===== src/rtl/bfrf_pkg.sv =====
`timescale 1ns / 1ps
`default_nettype none
// ----------------------------------------------------------------------------
// bfrf_pkg : shared types and constants of the free run finder
// Word geometry, position widths, request kinds, sequencer states and the
// structs that pass between the sequencer and the run mask unit.
// ----------------------------------------------------------------------------
package bfrf_pkg;

  // bitmap geometry
  localparam int WORD_BITS    = 64;
  localparam int BITMAP_WORDS = 64;
  localparam int ADDR_W       = $clog2(BITMAP_WORDS);
  localparam int CNT_W        = 7;
  localparam int POS_W        = 12;
  localparam int RUN_W        = 7;
  localparam int MAX_RUN      = WORD_BITS;
  localparam int CFG_RESET    = 64;

  // two-word search window and its helpers
  localparam int WIN_W  = 2 * WORD_BITS;
  localparam int SEL_W  = $clog2(WIN_W);
  localparam int LVL_N  = $clog2(WORD_BITS) + 1;
  localparam int LVL_W  = $clog2(LVL_N);
  localparam int SHF_W  = $clog2(WORD_BITS);

  // request kinds carried on tuser
  typedef enum logic {
    KIND_WRITE = 1'b0,
    KIND_FIND  = 1'b1
  } bfrf_kind_e;

  // sequencer states
  typedef enum logic [1:0] {
    ST_IDLE,
    ST_SCAN,
    ST_DONE
  } bfrf_state_e;

  // tag that follows one bitmap word through the pipeline
  typedef struct packed {
    logic              vld;
    logic              last;
    logic [ADDR_W-1:0] widx;
  } bfrf_tag_t;

  // sequencer to run mask unit control
  typedef struct packed {
    logic             clr;
    logic [RUN_W-1:0] run_len;
    bfrf_tag_t        tag;
  } bfrf_ctl_t;

endpackage
`default_nettype wire


===== src/rtl/bfrf_store.sv =====
`timescale 1ns / 1ps
`default_nettype none
// ----------------------------------------------------------------------------
// bfrf_store : bitmap word memory
// One write port and one read port with registered read data.
// Contents are undefined until written.
// ----------------------------------------------------------------------------
module bfrf_store
  import bfrf_pkg::*;
(
  input  wire logic                 clk_i,
  input  wire logic                 we_i,
  input  wire logic [ADDR_W-1:0]    waddr_i,
  input  wire logic [WORD_BITS-1:0] wdata_i,
  input  wire logic                 re_i,
  input  wire logic [ADDR_W-1:0]    raddr_i,
  output logic      [WORD_BITS-1:0] rdata_o
);

  logic [WORD_BITS-1:0] mem_q [BITMAP_WORDS];
  logic [WORD_BITS-1:0] rdata_q;

  // write one word
  always_ff @(posedge clk_i) begin
    if (we_i) begin
      mem_q[waddr_i] <= wdata_i;
    end
  end

  // registered read
  always_ff @(posedge clk_i) begin
    if (re_i) begin
      rdata_q <= mem_q[raddr_i];
    end
  end

  assign rdata_o = rdata_q;

endmodule
`default_nettype wire


===== config.mk =====
export PLATFORM = sky130hd
export DESIGN_NAME = bfrf_store
export DESIGN_NICKNAME = d
export VERILOG_FILES = /design/src/rtl/bfrf_pkg.sv /design/src/rtl/bfrf_store.sv
export SDC_FILE = /design/constraint.sdc
export NUM_CORES = 2
export LEC_CHECK = 0
export BUFFER_PORTS_ARGS = -buffer_cell sky130_fd_sc_hd__buf_2
export CAP_MARGIN = 15
export CORE_ASPECT_RATIO = 0.5
export CORE_MARGIN = 2
export CORE_UTILIZATION = 25
export DETAILED_ROUTE_END_ITERATION = 10
export GPL_TIMING_DRIVEN = 0
export PLACE_DENSITY = 0.44
export SKIP_CTS_REPAIR_TIMING = 1
export SLEW_MARGIN = 20
export SYNTH_ARGS = -nofsm -noshare
export SYNTH_HDL_FRONTEND = slang
export SYNTH_SLANG_ARGS = --single-unit

===== constraint.sdc =====
create_clock -name clk_i -period 21.3 [get_ports clk_i]
set_input_delay 4.26 -clock clk_i [delete_from_list [all_inputs] [get_ports clk_i]]
set_output_delay 4.26 -clock clk_i [all_outputs]
set_load 0.005 [all_outputs]

==> flow_metrics.py <==
metrics = {
    "placement": {
        "dp_hpwl_um": 346100,
        "place_inst": 15428,
        "gp_congestion": 0.7672,
        "portBuffers": 134,
        "placed_cell_area_mm2": 0.1757,
    },
    "synthesis": {
        "yosysWarnings": 0,
        "synth-edff-count": 4160,
        "async_flop_share": 0,
        "synth.mux.area_fraction": 0.1555,
        "seq_area_frac_synth": 0.7957,
        "synthDistinctLibCells": 32,
        "syn_nets": 6677,
        "synthAdderAreaFrac": 0,
        "yosys.area_share.simple": 0.01235,
        "synth_top_family_by_area": "multiplexers",
        "ys.flop_type": "edfxtp_1",
        "synth-compound-area-share": 0.02467,
        "synth-xor-area-share": 0,
        "synth_area_mm2": 0.1570,
        "postSynthRegisterBits": 4160,
        "syn_avg_cell_area_um2": 23.79,
        "synth_cells": 6598,
    },
    "timing": {
        "setup-tns-final_ns": 0,
        "grt_setup_unrepaired": "false",
        "timing.final.crit_share": 0.3791,
        "hold_viol_final": 0,
        "fin_crit_ns": 8.076,
        "setup_viol": 0,
        "fmax_ghz": 0.1238,
        "relSlewSlack": 0.1758,
        "hold-worst-slack_ns": 1.006,
        "slew_violations": 0,
        "tightest_slew_ns": 1.236,
        "clock_skew_ns": 0.05520,
    },
    "drt": {
        "routed_wirelength_um": 500800,
        "drtIter0Drc": 10090,
        "vias": 76538,
        "via_per_inst": 4.704,
        "drc": 0,
        "dr.pass1.iters": 5,
        "drt.antenna.violating_nets": 0,
        "post_drt_wl_per_cell_um": 30.78,
    },
    "grt": {
        "grt_overflow_total": 0,
        "grt_max_degree": 65,
        "grt_pass1_vias": 76409,
        "antenna_found_initial": 74,
        "grt_pass1_wl_um": 675700,
        "grtUsageTotal": 0.1535,
    },
    "critical_path": {
        "crit_arrival_ns": 8.72,
        "path_max_fanout": 10,
        "end_kind": "flop",
        "r2r_start": "mem_q[53][43]",
        "reg2reg_depth": 5,
        "timing.rr.end": "rdata_o[43]",
        "worst-r2r-setup-slack_ns": 18.32,
        "startpoint_type": "primary input",
        "path_class": "in -> reg",
        "crit_required_ns": 21.94,
    },
    "clock_network": {
        "clockRootBuffer": "clkbuf_16",
        "cts_tree": "done",
        "path_clk_slew_ns": 0.06,
        "cts_buffers": 424,
        "h-tree-depth": 5,
        "clk_latency_ns": 1.03,
        "cts_sinks": 4160,
        "clockBufferDepth": 4,
    },
    "pwr": {
        "power.density_mw_per_mm2": 91.63,
        "seqPwrFrac": 0.525,
        "power.switching_w": 0.003892,
        "p_int_w": 0.01344,
        "ir_drop_mv": 0.06085,
        "pwr-share-comb": 0.056,
        "swShare": 0.2245,
        "p_leak_nw": 57.70,
        "power_frac_clock": 0.419,
        "total_power_w": 0.01734,
    },
    "run_status": {
        "status": "finished clean",
    },
    "cells_and_area": {
        "n_fill_cell": 60069,
        "layout_commonest_cell": "edfxtp_1",
        "syn_to_final_growth_pct": 20.51,
        "drive_gt1_frac": 0.3063,
        "layout.nets": 7550,
        "final_cell_area_mm2": 0.1892,
        "ff_latch_area_mm2": 0.1249,
        "layout_common_cells": "edfxtp_1, mux4_2, clkbuf_16",
        "fin_cells": 16272,
        "multi_input_area_mm2": 0.03094,
    },
    "floorplanning": {
        "io_pins": 143,
        "coreArea_mm2": 0.6246,
        "start_util": 0.2514,
        "die_area_mm2": 0.6347,
        "die_h_um": 564.3,
        "num_rows": 205,
        "die_x_um": 1125,
    },
    "min_path": {
        "hold_path_end": "rdata_o[32]",
        "hold_path.class": "reg -> reg",
        "min_path_cells": 4,
        "min-delay-start": "mem_q[54][32]",
    },
    "run": {
        "cap_violations": 0,
    },
}
per-stage QoR:
step,setup WS [ns],util
after floorplan,11.60,-
after global routing,13.27,0.3027
after CTS,13.19,0.3026
final,13.22,0.3029
after global placement,3.620,0.2692
after detailed placement,12.10,0.2814
kinds of logic (layout without fill, tap and decap cells):
logic type             after synthesis  after routing
AO/OA/AOI/OAI                      504            504
buffers and inverters              389           1621
flip-flops                        4160           4160
multiplexers                      1159           1159
other                                0             59
AND/OR/NAND/NOR                    386            386
worst max-delay path, cell delays in order:
cell and delay (ns):
buf_2 0.28, buf_4 0.36, buf_2 0.50, buf_2 0.69
buf_4 0.44, mux2i_1 0.19, o22ai_1 0.67, a41oi_2 0.33
a211oi_1 0.91
power by group through the flow:
| stage | combinational, W | clock [W] | sequential (W) |
|---|---|---|---|
| after CTS | 0.000977 | 0.00742 | 0.00910 |
| after global routing | 0.00101 | 0.00773 | 0.00910 |
| final | 0.000966 | 0.00727 | 0.00910 |
| after detailed placement | 0.000976 | 0 | 0.00927 |
| after global placement | 0.000926 | 0 | 0.00929 |
| after floorplan | 0.000422 | 0 | 0.00927 |
worst max path at each step:
stage / cells after the start / start / end
final: 9 / raddr_i[2] / rdata_o[43]
after floorplan: 4 / waddr_i[3] / mem_q[48][0]
after global placement: 4 / waddr_i[3] / mem_q[49][9]
after detailed placement: 9 / raddr_i[2] / rdata_o[43]
after CTS: 9 / raddr_i[2] / rdata_o[43]
after global routing: 9 / raddr_i[2] / rdata_o[6]
metal layers:
metal | track usage | share of wire | vias up
met3 | 0.02655 | 0.069 | 609
met2 | 0.2429 | 0.46 | 2745
li1 | - | - | 30501
met5 | 0 | 0.00020 | -
met4 | 0.03456 | 0.023 | 16
met1 | 0.2215 | 0.44 | 42667
registers in the layout, summed over array words and instances (netlist names):
signal,cells
mem_q,4096
rdata_o,64
synthesized netlist by cell type (19+ instances only):
master	n	area (um^2)
buf_2	170	850.8
nand3_1	45	225.2
clkbuf_1	140	525.5
a211oi_1	63	473.0
and3_1	64	400.4
inv_1	19	71.32
a2bb2oi_1	19	166.4
mux2i_1	135	1351
mux4_2	1024	23060
o22ai_1	83	519.3
buf_4	34	255.2
nor2_1	112	420.4
a22oi_1	168	1261
buf_1	20	75.07
edfxtp_1	4160	124900
nor2b_1	28	175.2
nand2_1	58	217.7
or2_2	28	175.2
a41oi_1	26	227.7
a22o_1	88	770.7
or3_1	29	181.4
o221ai_1	38	332.8
layout make-up:
class                   count  share of cell area
clock buffers             535             0.05918
flip-flops and latches   4160              0.6603
plain buffers             370            0.009477
diodes                     59           0.0007804
well taps                8383             0.05544
multi-input cells        2049              0.1636
inverters                  19           0.0003770
repair buffers            447             0.04000
clock inverters           250             0.01091
(Power assumes the default switching activity.)
