File: src/rtl/bfrf_pkg.sv
`timescale 1ns / 1ps
`default_nettype none
// ----------------------------------------------------------------------------
// bfrf_pkg : shared types and constants of the free run finder
// Word geometry, position widths, request kinds, sequencer states and the
// structs that pass between the sequencer and the run mask unit.
// ----------------------------------------------------------------------------
package bfrf_pkg;

  // bitmap geometry
  localparam int WORD_BITS    = 64;
  localparam int BITMAP_WORDS = 64;
  localparam int ADDR_W       = $clog2(BITMAP_WORDS);
  localparam int CNT_W        = 7;
  localparam int POS_W        = 12;
  localparam int RUN_W        = 7;
  localparam int MAX_RUN      = WORD_BITS;
  localparam int CFG_RESET    = 64;

  // two-word search window and its helpers
  localparam int WIN_W  = 2 * WORD_BITS;
  localparam int SEL_W  = $clog2(WIN_W);
  localparam int LVL_N  = $clog2(WORD_BITS) + 1;
  localparam int LVL_W  = $clog2(LVL_N);
  localparam int SHF_W  = $clog2(WORD_BITS);

  // request kinds carried on tuser
  typedef enum logic {
    KIND_WRITE = 1'b0,
    KIND_FIND  = 1'b1
  } bfrf_kind_e;

  // sequencer states
  typedef enum logic [1:0] {
    ST_IDLE,
    ST_SCAN,
    ST_DONE
  } bfrf_state_e;

  // tag that follows one bitmap word through the pipeline
  typedef struct packed {
    logic              vld;
    logic              last;
    logic [ADDR_W-1:0] widx;
  } bfrf_tag_t;

  // sequencer to run mask unit control
  typedef struct packed {
    logic             clr;
    logic [RUN_W-1:0] run_len;
    bfrf_tag_t        tag;
  } bfrf_ctl_t;

endpackage
`default_nettype wire

File: src/rtl/bfrf_seq.sv
`timescale 1ns / 1ps
`default_nettype none
// ----------------------------------------------------------------------------
// bfrf_seq : search sequencer
// Takes requests, issues one bitmap read per cycle, picks the lowest start
// from the run mask and holds the result in the output register.
// ----------------------------------------------------------------------------
module bfrf_seq
  import bfrf_pkg::*;
(
  input  wire logic              clk_i,
  input  wire logic              rst_ni,
  input  wire logic              s_valid_i,
  output logic                   s_ready_o,
  input  wire logic              kind_i,
  input  wire logic [RUN_W-1:0]  run_length_i,
  input  wire logic [CNT_W-1:0]  limit_i,
  output logic                   rd_en_o,
  output logic [ADDR_W-1:0]      rd_addr_o,
  output bfrf_ctl_t              ctl_o,
  input  wire logic [WIN_W-1:0]  mask_i,
  input  wire bfrf_tag_t         tag_i,
  output logic                   m_valid_o,
  input  wire logic              m_ready_i,
  output logic                   found_o,
  output logic [POS_W-1:0]       pos_o
);

  bfrf_state_e       state_q, state_d;
  logic [CNT_W-1:0]  iss_q, iss_d;
  logic [CNT_W-1:0]  limit_q, limit_d;
  logic [RUN_W-1:0]  n_q, n_d;
  bfrf_tag_t         tag_q, tag_d;
  logic              res_found_q, res_found_d;
  logic [POS_W-1:0]  res_pos_q, res_pos_d;
  logic              out_vld_q, out_vld_d;
  logic              out_found_q, out_found_d;
  logic [POS_W-1:0]  out_pos_q, out_pos_d;

  logic              accept, find_go, empty_run, no_run, hit, out_free;
  logic [SEL_W-1:0]  sel;
  logic [POS_W:0]    pos_full;

  assign accept    = s_valid_i && (state_q == ST_IDLE);
  assign find_go   = accept && (kind_i == KIND_FIND);
  assign empty_run = (run_length_i == '0);
  assign no_run    = (run_length_i > RUN_W'(MAX_RUN)) || (limit_i == '0);
  assign hit       = |mask_i;
  assign out_free  = !out_vld_q || m_ready_i;

  // lowest start in the window
  always_comb begin
    sel = '0;
    for (int i = WIN_W - 1; i >= 0; i--) begin
      if (mask_i[i]) begin
        sel = SEL_W'(i);
      end
    end
    pos_full = (POS_W+1)'({tag_i.widx, SHF_W'(0)}) + (POS_W+1)'(sel)
             - (POS_W+1)'(WORD_BITS);
  end

  // next state
  always_comb begin
    state_d = state_q;
    case (state_q)
      ST_IDLE: begin
        if (find_go) begin
          state_d = (empty_run || no_run) ? ST_DONE : ST_SCAN;
        end
      end
      ST_SCAN: begin
        if (tag_i.vld && (hit || tag_i.last)) begin
          state_d = ST_DONE;
        end
      end
      ST_DONE: begin
        if (out_free) begin
          state_d = ST_IDLE;
        end
      end
      default: state_d = ST_IDLE;
    endcase
  end

  // outputs of the sequencer
  always_comb begin
    s_ready_o     = (state_q == ST_IDLE);
    rd_en_o       = (state_q == ST_SCAN) && (iss_q < limit_q);
    rd_addr_o     = iss_q[ADDR_W-1:0];
    ctl_o.clr     = find_go;
    ctl_o.run_len = n_q;
    ctl_o.tag     = tag_q;
  end

  // counters, search settings and result
  always_comb begin
    iss_d       = iss_q;
    limit_d     = limit_q;
    n_d         = n_q;
    res_found_d = res_found_q;
    res_pos_d   = res_pos_q;
    tag_d.vld   = rd_en_o;
    tag_d.last  = (iss_q == limit_q - CNT_W'(1));
    tag_d.widx  = iss_q[ADDR_W-1:0];
    if (find_go) begin
      iss_d       = '0;
      limit_d     = limit_i;
      n_d         = run_length_i;
      res_found_d = empty_run;
      res_pos_d   = '0;
    end else if (rd_en_o) begin
      iss_d = iss_q + CNT_W'(1);
    end
    if ((state_q == ST_SCAN) && tag_i.vld) begin
      if (hit) begin
        res_found_d = 1'b1;
        res_pos_d   = pos_full[POS_W-1:0];
      end else if (tag_i.last) begin
        res_found_d = 1'b0;
        res_pos_d   = '0;
      end
    end
  end

  // output register
  always_comb begin
    out_vld_d   = out_vld_q;
    out_found_d = out_found_q;
    out_pos_d   = out_pos_q;
    if ((state_q == ST_DONE) && out_free) begin
      out_vld_d   = 1'b1;
      out_found_d = res_found_q;
      out_pos_d   = res_pos_q;
    end else if (m_ready_i) begin
      out_vld_d = 1'b0;
    end
  end

  always_ff @(posedge clk_i or negedge rst_ni) begin
    if (!rst_ni) begin
      state_q   <= ST_IDLE;
      iss_q     <= '0;
      tag_q     <= '0;
      out_vld_q <= 1'b0;
    end else begin
      state_q   <= state_d;
      iss_q     <= iss_d;
      tag_q     <= tag_d;
      out_vld_q <= out_vld_d;
    end
  end

  always_ff @(posedge clk_i) begin
    limit_q     <= limit_d;
    n_q         <= n_d;
    res_found_q <= res_found_d;
    res_pos_q   <= res_pos_d;
    out_found_q <= out_found_d;
    out_pos_q   <= out_pos_d;
  end

  assign m_valid_o = out_vld_q;
  assign found_o   = out_found_q;
  assign pos_o     = out_pos_q;

  // a find request always leaves idle
  a_find_leaves_idle: assert property (@(posedge clk_i) disable iff (!rst_ni)
    (accept && (kind_i == KIND_FIND)) |=> (state_q != ST_IDLE))
    else $error("find request did not start a search");

  // a write request keeps the sequencer idle
  a_write_stays_idle: assert property (@(posedge clk_i) disable iff (!rst_ni)
    (accept && (kind_i == KIND_WRITE)) |=> (state_q == ST_IDLE))
    else $error("write request left idle");

  // a result is only loaded on leaving the done state
  a_load_from_done: assert property (@(posedge clk_i) disable iff (!rst_ni)
    $rose(out_vld_q) |-> ($past(state_q) == ST_DONE))
    else $error("result loaded outside done state");

  // reads never run past the words in use
  a_issue_bound: assert property (@(posedge clk_i) disable iff (!rst_ni)
    (state_q == ST_SCAN) |-> (iss_q <= limit_q))
    else $error("read issued beyond the words in use");

endmodule
`default_nettype wire
File: config.mk
export PLATFORM = sky130hd
export DESIGN_NAME = bfrf_seq
export DESIGN_NICKNAME = d
export VERILOG_FILES = /design/src/rtl/bfrf_pkg.sv /design/src/rtl/bfrf_seq.sv
export SDC_FILE = /design/constraint.sdc
export NUM_CORES = 1
export LEC_CHECK = 0
export BUFFER_PORTS_ARGS = -buffer_cell sky130_fd_sc_hd__buf_2
export CORE_ASPECT_RATIO = 0.6
export CORE_MARGIN = 2
export CORE_UTILIZATION = 44
export CTS_CLUSTER_SIZE = 40
export DETAILED_ROUTE_END_ITERATION = 10
export PLACE_DENSITY = 0.82
export SYNTH_ARGS = -nofsm -noshare
export SYNTH_HDL_FRONTEND = slang
export SYNTH_SLANG_ARGS = --single-unit
File: constraint.sdc
create_clock -name clk_i -period 2.1 [get_ports clk_i]
set_input_delay 0.21 -clock clk_i [delete_from_list [all_inputs] [get_ports clk_i]]
set_output_delay 0.21 -clock clk_i [all_outputs]
set_load 0.01 [all_outputs]
==> results.txt <==
----------------------------------------------------
[STA]
  Final slew viol count ... 0
  Setup TNS Final ... -594 ps
  Setup Viol. Count Final ... 10
  Hold Slack ... 76.1 ps
  Actual transition at the worst max-transition pin ... 572 ps
  Setup repair after global routing missed its margin ... true
  Final number of hold-violating endpoints ... 0
  Max Clock Freq ... 441 MHz
  Max Clock Skew ... 7.77 ps
  Fraction of the cycle the final worst path needs ... 1.08
  Max_slew headroom ... 0.613
  Clock period minus final worst setup slack ... 2270 ps
  Final critical-path setup slack ... -168 ps

[Floorplan]
  Top-level I/O count ... 193
  Die extent in y ... 80.5 um
  Core footprint ... 9320 um^2
  X dimension of the die ... 131 um
  Core Rows ... 27
  Overall die area ... 10600 um^2
  Initial core utilization ... 0.460

[Place]
  Half-perimeter wire length of the detailed placement result ... 13700 um
  IO buf count ... 192
  Post-detailed-placement cell area ... 6850 um^2
  Inst Count DP ... 1005
  Global placer's final weighted congestion ... 0.986

[Global route]
  Number of antenna violations at the first check in global routing ... 0
  Residual overflow from global routing ... 0
  Maximum number of pins on one net before global-route repair ... 19
  Vias in the first global route ... 5866
  Total GRT Usage ... 0.323
  First-pass GRT wire length ... 27400 um

[Synthesis]
  Synthesized cell area ... 4290 um^2
  Most common cell in the synthesized netlist ... sky130_fd_sc_hd__nor2_1
  Flip-flop and latch count after synthesis ... 58
  Count of flip-flops with a built-in enable after synthesis ... 27
  Part of the Yosys area used for sequential elements ... 0.355
  Synthesized area per cell ... 8.44 um^2
  Nets in the synthesized netlist ... 678
  Number of warning messages in the yosys log ... 0
  Post-synthesis instance total ... 508
  List of most frequent post-synthesis cells ... sky130_fd_sc_hd__nor2_1, sky130_fd_sc_hd__inv_1, sky130_fd_sc_hd__a21oi_1, sky130_fd_sc_hd__nor4_1, sky130_fd_sc_hd__nand2_1
  Top cells by area in the synthesized netlist ... sky130_fd_sc_hd__edfxtp_1, sky130_fd_sc_hd__dfrtp_1, sky130_fd_sc_hd__dfxtp_1
  Most area-hungry cell type in the Yosys netlist ... sky130_fd_sc_hd__edfxtp_1
  Count of distinct cell types in the synthesized netlist ... 57
  Fraction of synthesized cell area taken by the top area cell type ... 0.189
  Proportion of synthesized flip-flops having asynchronous set or reset ... 0.310
  Main synth FF type ... sky130_fd_sc_hd__edfxtp_1

[Clock tree]
  Worst-skew pair later-pin latency ... 320 ps
  CTS root buffer ... sky130_fd_sc_hd__clkbuf_16
  Num CTS Buffers ... 9
  CTS tree ... done
  TritonCTS Sinks ... 58
  Clock slew at the register clock pins of the worst setup and hold paths ... 50 ps
  CTS HTree Levels ... 3
  Maximum clock insertion buffer count ... 2

[Setup path]
  Crit path capture type ... register
  Nature of the critical path startpoint ... input port
  Critical path arrival ... 2470 ps
  Setup CP Type ... input port to register
  Critical path data required time ... 2310 ps
  Highest net fanout along the worst path ... 2

[Power and ir drop]
  Logic gate share of total power ... 0.358
  Register share of total power ... 0.323
  Final total power ... 0.00476 W
  Fraction of power consumed by the clock network ... 0.319
  Static Leak ... 3.54 nW
  Reported net switching power ... 0.00151 W
  Worst voltage drop across the vdd grid ... 534 uV
  Power density over cell area ... 626 nW/um^2
  Cell internal power dissipation ... 0.00326 W
  Switching fraction of total power ... 0.316

[Cells and area]
  Post-Layout Inst Area ... 7610 um^2
  Area overhead of the layout relative to synthesis ... 77.6%
  # diodes ... 0
  Nets ... 1073
  Share of layout cells above drive strength 1 ... 0.521
  Number of fill cells in the layout ... 594
  Final instance count without filler cells ... 1038

[Routing]
  Routed wire length ... 18000 um
  Detailed-route vias per instance ... 5.78
  Residual antenna-violating net count after detailed routing ... 0
  Violation count after the first detailed-routing iteration ... 557
  DRC violations left ... 0
  Routed vias ... 6004
  Wirelength per Cell ... 17.3 um
  Detailed-router iteration count before antenna repair ... 6

[Outcome]
  Violations in the final reports ... setup timing
  Result of the run ... finished, violations left

[Job]
  # Max-Cap Violations ... 0

[Hold path]
  Hold Crit Class ... input port to register

----------------------------------------------------
==> registers in the layout (all words and copies together), names as in the netlist <==
signal	cells
m_valid_o	1
iss_q	7
limit_q	7
state_q	2
res_found_q	1
pos_o	12
found_o	1
res_pos_q	12
ctl_o	8
n_q	7
==> per-stage QoR <==
step	setup WS, ps	util
finish	-168	0.817
global route	-307	0.817
CTS	-144	0.790
detailed placement	-576	0.735
global placement	-491	0.735
floorplan	-286	-
==> layer usage <==
metal  vias to the layer above  wire, um  part of all wire  track usage
li1                       2738         -                 -            -
met1                      2806      7200              0.40        0.400
met2                       397      8570              0.48        0.575
met3                        63      1610             0.090       0.0568
met4                         0       575             0.032        0.111
met5                         -         0                 0            0
==> final cells by class <==
cell class	count	area, um^2	area share
well taps	130	163	0.0214
inverters	44	165	0.0217
multi-input cells	394	2890	0.379
clock inverters	6	81.3	0.0107
clock buffers	10	229	0.0301
flip-flops and latches	58	1520	0.200
repair buffers	396	2570	0.337
==> logic make-up (layout without fill, tap and decap cells) <==
| family | after synthesis | in the layout | synth area share |
|---|---|---|---|
| simple gates | 225 | 225 | 0.300 |
| compound gates | 138 | 138 | 0.211 |
| fa+ha+maj | 15 | 15 | 0.0455 |
| xor+xnor | 15 | 15 | 0.0306 |
| flops | 58 | 58 | 0.355 |
| buf+inv | 56 | 456 | 0.0557 |
| mux | 1 | 1 | 0.00233 |
==> final timing paths <==
path                                      start                endpoint  slack [ps]  cells past startpoint
max                                  mask_i[68]   res_pos_q[11]$_DFF_P_        -170                     14
min                             run_length_i[0]        n_q[0]$_DFFE_PP_          80                      1
max reg2reg                iss_q[1]$_DFFE_PN0P_    iss_q[4]$_DFFE_PN0P_         -60                      9
min reg2reg                 res_found_q$_DFF_P_       found_o$_DFFE_PP_         430                      0
max in group asynchronous                rst_ni  state_q[1]$_DFFE_PN0P_        1410                      2
min in group asynchronous                rst_ni      ctl_o[6]$_DFF_PN0_         390                      2
==> worst max-delay path, stage by stage <==
cell and delay, ps:
sky130_fd_sc_hd__buf_4 120, sky130_fd_sc_hd__nor4_4 310, sky130_fd_sc_hd__nand2_2 120, sky130_fd_sc_hd__nor4_4 330, sky130_fd_sc_hd__nand2_1 80, sky130_fd_sc_hd__nand2_1 70
sky130_fd_sc_hd__ha_2 170, sky130_fd_sc_hd__inv_2 40, sky130_fd_sc_hd__ha_4 150, sky130_fd_sc_hd__fa_2 350, sky130_fd_sc_hd__a21o_1 180, sky130_fd_sc_hd__a21oi_2 140
sky130_fd_sc_hd__xnor2_1 130, sky130_fd_sc_hd__o21ai_1 70
==> what timing repair did <==
item / 4_1_cts / 5_1_grt
endpoints found under the hold margin: 18 / 0
gates resized for setup: 32 / 36
setup buffers: 8 / 9
pin swaps: 10 / 14
hold buffers: 1 / 0
endpoints found under the setup margin: 11 / 12
==> placed cells by master (no fill, tap or decap), types with 8 or more instances in the layout <==
| cell | netlist | final |
|---|---|---|
| sky130_fd_sc_hd__buf_4 | 7 | 200 |
| sky130_fd_sc_hd__buf_2 | 2 | 185 |
| sky130_fd_sc_hd__nor2_1 | 54 | 54 |
| sky130_fd_sc_hd__inv_1 | 43 | 39 |
| sky130_fd_sc_hd__a21oi_1 | 42 | 36 |
| sky130_fd_sc_hd__nand2_1 | 30 | 27 |
| sky130_fd_sc_hd__edfxtp_1 | 27 | 27 |
| sky130_fd_sc_hd__nor3_1 | 28 | 26 |
| sky130_fd_sc_hd__o21ai_0 | 28 | 22 |
| sky130_fd_sc_hd__nand3_1 | 21 | 21 |
| sky130_fd_sc_hd__nor4_4 | 2 | 19 |
| sky130_fd_sc_hd__nor4_1 | 34 | 19 |
| sky130_fd_sc_hd__dfrtp_1 | 18 | 18 |
| sky130_fd_sc_hd__o31ai_1 | 14 | 14 |
| sky130_fd_sc_hd__nor4_2 | 15 | 13 |
| sky130_fd_sc_hd__dfxtp_1 | 13 | 13 |
| sky130_fd_sc_hd__ha_1 | 14 | 12 |
| sky130_fd_sc_hd__clkbuf_16 | 0 | 9 |
| sky130_fd_sc_hd__nand4_1 | 8 | 8 |
==> power by group through the flow <==
stage / Clock (W) / Combinational [W] / Sequential (W)
6_report: 0.00152 / 0.00171 / 0.00154
5_1_grt: 0.00159 / 0.00181 / 0.00156
4_1_cts: 0.00152 / 0.00153 / 0.00153
3_5_place_dp: 0 / 0.00145 / 0.00155
3_3_place_gp: 0 / 0.00137 / 0.00153
2_1_floorplan: 0 / 0.000551 / 0.00161
(Power assumes the default switching activity.)
